--- src/rtl/grbm_pkg.sv ---
`default_nettype none

package grbm_pkg;

    // Pixel and arithmetic widths
    localparam int PIX_W      = 8;
    localparam int NUM_CH     = 4;
    localparam int PIXEL_W    = PIX_W * NUM_CH;
    localparam int WEIGHT_W   = 17;
    localparam int PROD_W     = WEIGHT_W + PIX_W;
    localparam int ACC_W      = 30;
    localparam int FRAC_W     = 16;
    localparam logic [ACC_W-1:0]    ROUND_HALF   = ACC_W'(32768);
    localparam logic [WEIGHT_W-1:0] UNITY_WEIGHT = WEIGHT_W'(65536);

    // Kernel limits
    localparam int RADIUS_W     = 3;
    localparam int CHAN_W       = 3;
    localparam int TAP_W        = 4;
    localparam int CNT_W        = 3;
    localparam int MAX_RADIUS   = 5;
    localparam int MAX_CHANNELS = 4;
    localparam int MAX_OUT      = MAX_RADIUS + 1;
    localparam int NUM_WEIGHTS  = MAX_RADIUS + 1;

    // Stream and configuration layout
    localparam int COL_OUT_W   = 10;
    localparam int TDATA_OUT_W = 48;
    localparam int CFG_IDX_W   = 4;
    localparam int CFG_DATA_W  = WEIGHT_W;

    localparam logic [CFG_IDX_W-1:0] REG_WEIGHT_CENTER = 4'd0;
    localparam logic [CFG_IDX_W-1:0] REG_WEIGHT_DIST5  = 4'd5;
    localparam logic [CFG_IDX_W-1:0] REG_KERNEL_RADIUS = 4'd6;
    localparam logic [CFG_IDX_W-1:0] REG_CHANNEL_COUNT = 4'd7;

    // Sequencer states
    typedef enum logic [4:0] {
        ST_IDLE  = 5'b00001,
        ST_CHECK = 5'b00010,
        ST_TAPS  = 5'b00100,
        ST_DRAIN = 5'b01000,
        ST_OUT   = 5'b10000
    } t_state;

    // Control from the sequencer to the multiply-accumulate unit
    typedef struct packed {
        logic clr;
        logic dv;
    } t_mac_ctl;

endpackage

`default_nettype wire

--- src/rtl/grbm_mac.sv ---
`default_nettype none

module grbm_mac (
    input  wire logic                              i_clk,
    input  wire logic                              i_rst_n,
    input  wire grbm_pkg::t_mac_ctl                i_ctl,
    input  wire logic [grbm_pkg::PIXEL_W-1:0]      i_pixel,
    input  wire logic [grbm_pkg::WEIGHT_W-1:0]     i_weight,
    output logic                                   o_busy,
    output logic      [grbm_pkg::PIXEL_W-1:0]      o_result
);

    localparam int QW = grbm_pkg::ACC_W + 1 - grbm_pkg::FRAC_W;

    logic                           r_pv;
    logic [grbm_pkg::PROD_W-1:0]    r_prod [grbm_pkg::NUM_CH];
    logic [grbm_pkg::ACC_W-1:0]     r_acc  [grbm_pkg::NUM_CH];

    assign o_busy = r_pv;

    // Product stage valid
    always_ff @(posedge i_clk) begin
        if (!i_rst_n) begin
            r_pv <= 1'b0;
        end else begin
            r_pv <= i_ctl.dv;
        end
    end

    // Multiply each channel by the tap weight, then accumulate
    always_ff @(posedge i_clk) begin
        for (int i = 0; i < grbm_pkg::NUM_CH; i++) begin
            if (i_ctl.dv) begin
                r_prod[i] <= grbm_pkg::PROD_W'(i_weight)
                           * grbm_pkg::PROD_W'(i_pixel[i*grbm_pkg::PIX_W +: grbm_pkg::PIX_W]);
            end
            if (i_ctl.clr) begin
                r_acc[i] <= '0;
            end else if (r_pv) begin
                r_acc[i] <= r_acc[i] + grbm_pkg::ACC_W'(r_prod[i]);
            end
        end
    end

    // Round half up and clamp to 0..255
    always_comb begin
        logic [grbm_pkg::ACC_W:0] sum;
        logic [QW-1:0]            q;
        for (int i = 0; i < grbm_pkg::NUM_CH; i++) begin
            sum = {1'b0, r_acc[i]} + {1'b0, grbm_pkg::ROUND_HALF};
            q   = sum[grbm_pkg::ACC_W:grbm_pkg::FRAC_W];
            o_result[i*grbm_pkg::PIX_W +: grbm_pkg::PIX_W] =
                (q > QW'(255)) ? 8'hFF : q[grbm_pkg::PIX_W-1:0];
        end
    end

endmodule

`default_nettype wire

--- config.mk ---
export PLATFORM = sky130hd
export DESIGN_NAME = grbm_mac
export DESIGN_NICKNAME = d
export VERILOG_FILES = /design/src/rtl/grbm_pkg.sv /design/src/rtl/grbm_mac.sv
export SDC_FILE = /design/constraint.sdc
export NUM_CORES = 2
export LEC_CHECK = 0
export BUFFER_PORTS_ARGS = -buffer_cell sky130_fd_sc_hd__clkbuf_2
export CORE_AREA = 5 5 233 235
export CTS_CLUSTER_DIAMETER = 30
export DETAILED_ROUTE_END_ITERATION = 8
export DIE_AREA = 0 0 238 240
export PLACE_DENSITY = 0.78
export SYNTH_ARGS = -nofsm -noshare
export SYNTH_HDL_FRONTEND = slang
export SYNTH_SLANG_ARGS = --single-unit
--- constraint.sdc ---
create_clock -name i_clk -period 5.6 [get_ports i_clk]
set_input_delay 0.28 -clock i_clk [delete_from_list [all_inputs] [get_ports i_clk]]
set_output_delay 0.28 -clock i_clk [all_outputs]
set_load 0.02 [all_outputs]
==> impl_metrics.py <==
metrics = {
    "outcome": {
        "status": "complete, no violations",
    },
    "synth": {
        "syn_nets": 3994,
        "synth_edf_count": 220,
        "postSynthAreaPerCell_um2": 9.38,
        "synth-xor-area-share_pct": 4.68,
        "synth_ff_type": "edfxtp_1",
        "synth.top_cell.area_share_pct": 23.6,
        "yosysTopAreaCell": "fa_1",
        "syn-instance-count": 3293,
        "synthAdderAreaFrac_pct": 35.1,
        "synthArstFlopShare_pct": 0,
        "synth.ff_latch_count": 221,
        "ys_seq_area_share_pct": 21.5,
        "synth_top_family_by_area": "adder cells",
        "synth_compound_area_share_pct": 11.4,
        "ys_warn_count": 0,
        "synth-simple-area-share_pct": 20.3,
        "post_synth_num_cell_types": 85,
        "synth_area_mm2": 0.0309,
        "muxShareOfSynthArea_pct": 0.304,
        "ys_top_cells_by_area": "fa_1 24%, edfxtp_1 21%, ha_1 12%, and2_1 9.9%, inv_1 5.4%",
    },
    "setup_path": {
        "critPathCaptureType": "register",
        "worstRegToRegCells": 11,
        "crit_fanout": 32,
        "required_ns": 5.93,
        "worst-setup-path-type": "input pin to register",
        "rr_endpoint": "r_acc[2][28]",
        "r2r-start": "r_acc[2][0]",
        "cp.arrival_ns": 5.02,
        "critical_path.startpoint_type": "input pin",
        "reg2reg_slack_ns": 2.54,
    },
    "final_layout": {
        "area_growth_pct": 9.33,
        "nets": 4039,
        "stdcell_area_mm2": 0.0338,
        "drive_above_1_share_pct": 6.98,
    },
    "floorplanning": {
        "die_h_um": 240,
        "dieArea_mm2": 0.0571,
        "initial_core_util_pct": 59.4,
        "coreArea_mm2": 0.0520,
        "ios": 86,
        "fp.dieW_um": 238,
        "rows": 84,
    },
    "power_and_ir_drop": {
        "irDropWorstVdd_mv": 0.277,
        "p_switching_mw": 6.80,
        "swShare_pct": 43.6,
        "p_per_area_mw_per_mm2": 462,
        "p_leak_nw": 15.9,
        "comb_power_share_pct": 61.2,
        "p_int_mw": 8.80,
        "seqPwrFrac_pct": 18.7,
        "clkPwrFrac_pct": 20.1,
    },
    "sta": {
        "rsz0062_at_grt": "no",
        "fmax_mhz": 213,
        "period_needed_ns": 4.69,
        "worst_pin_slew_ns": 0.944,
        "period_share_pct": 83.7,
        "hold_viol_final": 0,
        "maxSlewViolCount": 0,
        "max_slew_margin_pct": 37.1,
        "tns_ns": 0,
        "clock_skew_ns": 0.0107,
        "setup_viol": 0,
    },
    "worst_hold_path": {
        "whs_path_depth": 1,
        "hold_class": "input pin to register",
        "hold_start": "i_ctl[0]",
        "min_to": "r_prod[2][22]",
    },
    "clock_tree": {
        "cts_sinks": 221,
        "cts_root_buf": "clkbuf_16",
        "h-tree-depth": 2,
        "clk_latency_ns": 0.58,
        "cts_tree": "yes",
        "cts_inserted_buffers": 53,
        "ctsLongestPathBuffers": 3,
        "cts.reportedPaths.clkPinSlew_ns": 0.05,
    },
    "route": {
        "dr.pass1.iters": 6,
        "drt-vias-per-instance": 5.74,
        "via_count": 23400,
        "antenna_left": 0,
        "routed_wl_um": 70100,
        "drcViolationCount": 0,
        "drt_iter0_markers": 1359,
        "avgRoutedWirePerCell_um": 17.2,
    },
    "global_route": {
        "grt_max_degree": 66,
        "grt_pass1_vias": 24700,
        "grtUsageTotal_pct": 24.9,
        "grt_pass1_wl_um": 118000,
        "overflow": 0,
        "antenna_found_initial": 2,
    },
    "place": {
        "port_buffers": 85,
        "dp_hpwl_um": 52700,
        "place.gp.congestion": 0.921,
        "postPlaceCellArea_mm2": 0.0319,
    },
    "job": {
        "maxCapViolCount": 0,
    },
}
==> synth_stat cells, drive strengths merged (69+ instances only) <==
cell type  count
clkbuf       116
inv          443
xnor2         96
fa           364
and2         490
ha           284
a21o          86
nand2        198
nor2         190
xor2          69
edfxtp       220
o21ai         91
a21oi        145
==> kinds of logic (layout without fill, tap and decap cells) <==
group	Yosys count	in the layout
other cells	0	3
mux	9	9
flops	221	221
simple gates	1164	1164
compound gates	524	524
buf+inv	562	652
xor+xnor	165	165
fa+ha+maj	648	648
==> registers in the layout (all words and copies together) (netlist names) <==
name    count
r_acc     120
r_prod    100
o_busy      1
==> cell type report <==
type / count / area [um2]
Fill cell: 4087 / 18300
Sequential cell: 221 / 6630
Clock buffer: 57 / 1380
Clock inverter: 43 / 457
Multi-Input combinational cell: 2510 / 22200
Antenna cell: 3 / 7.51
Tap cell: 688 / 861
Timing Repair Buffer: 109 / 611
Inverter: 443 / 1660
==> how the worst max path moves through the flow <==
stage	startpoint	to	cells past startpoint
floorplan	i_weight[4]	r_prod[2][23]	18
global placement	i_weight[4]	r_prod[2][24]	18
detailed placement	i_weight[4]	r_prod[2][24]	18
CTS	i_weight[4]	r_prod[2][24]	18
global route	i_weight[4]	r_prod[2][24]	18
finish	i_weight[4]	r_prod[2][24]	18
==> stage by stage <==
step                power [mW]  utilization, %  hold slack (ns)  setup WS, ns  cells
floorplan                 10.4               -            0.392         0.993   3293
global placement          12.1            61.3            0.499         0.454   3970
detailed placement        12.4            61.3            0.501         0.346   3970
CTS                       15.7            64.9            0.206         0.966   4071
global route              17.1            64.9            0.234         0.632   4073
finish                    15.6            64.9            0.214         0.912   4074
==> what timing repair did <==
action | in CTS | in global routing
endpoints found under the hold margin | 1 | 0
buffers inserted | 0 | 0
hold buffers | 1 | 0
gates resized for setup | 0 | 0
==> critical path, cell delays in order <==
cell and delay (ns):
clkbuf_2 0.52, nand2_1 0.16, fa_1 0.51, fa_1 0.55
inv_1 0.05, fa_1 0.47, inv_1 0.05, fa_1 0.47
inv_1 0.05, ha_1 0.33, nor3_1 0.25, o21ai_0 0.20
a41o_1 0.30, a31oi_1 0.21, a21oi_1 0.14, a21o_1 0.20
a21oi_1 0.19, xnor2_1 0.09
==> placed cells by master (no fill, tap or decap), types with 9 or more instances in the layout <==
| cell | netlist | final |
|---|---|---|
| or3_1 | 14 | 14 |
| a21oi_1 | 145 | 145 |
| and3_1 | 23 | 23 |
| a31oi_1 | 22 | 22 |
| buf_4 | 0 | 24 |
| xor2_1 | 69 | 69 |
| edfxtp_1 | 220 | 220 |
| ha_1 | 284 | 284 |
| clkinvlp_4 | 0 | 9 |
| xnor2_1 | 96 | 96 |
| nor2_1 | 189 | 189 |
| fa_1 | 364 | 364 |
| nand3_1 | 45 | 45 |
| o21a_1 | 31 | 31 |
| inv_6 | 0 | 14 |
| o21ai_0 | 77 | 77 |
| o21bai_1 | 18 | 18 |
| nor3_1 | 64 | 64 |
| nand2b_1 | 41 | 40 |
| a21o_1 | 85 | 85 |
| clkbuf_2 | 1 | 84 |
| o211ai_1 | 24 | 24 |
| inv_1 | 443 | 443 |
| and2_1 | 490 | 490 |
| o21ai_1 | 11 | 11 |
| nor3b_1 | 9 | 9 |
| nand4_1 | 27 | 27 |
| a211oi_1 | 18 | 18 |
| nor2b_1 | 24 | 23 |
| clkbuf_16 | 0 | 55 |
| nand2_1 | 198 | 198 |
==> layer usage <==
metal / track usage [%] / share of wire (%) / up-vias
met1: 32.4 / 42 / 11600
met3: 3.57 / 5.2 / 148
li1: - / - / 11000
met4: 8.71 / 3.5 / 0
met2: 43.1 / 49 / 636
met5: 0 / 0 / -
==> power groups by stage <==
stage	clock network, mW	logic (mW)	registers [mW]
6_report	3.14	9.55	2.92
5_1_grt	3.29	10.8	2.95
4_1_cts	3.19	9.54	2.92
3_5_place_dp	0	9.42	2.94
3_3_place_gp	0	9.15	2.93
2_1_floorplan	0	7.55	2.81
(Power assumes the default switching activity.)
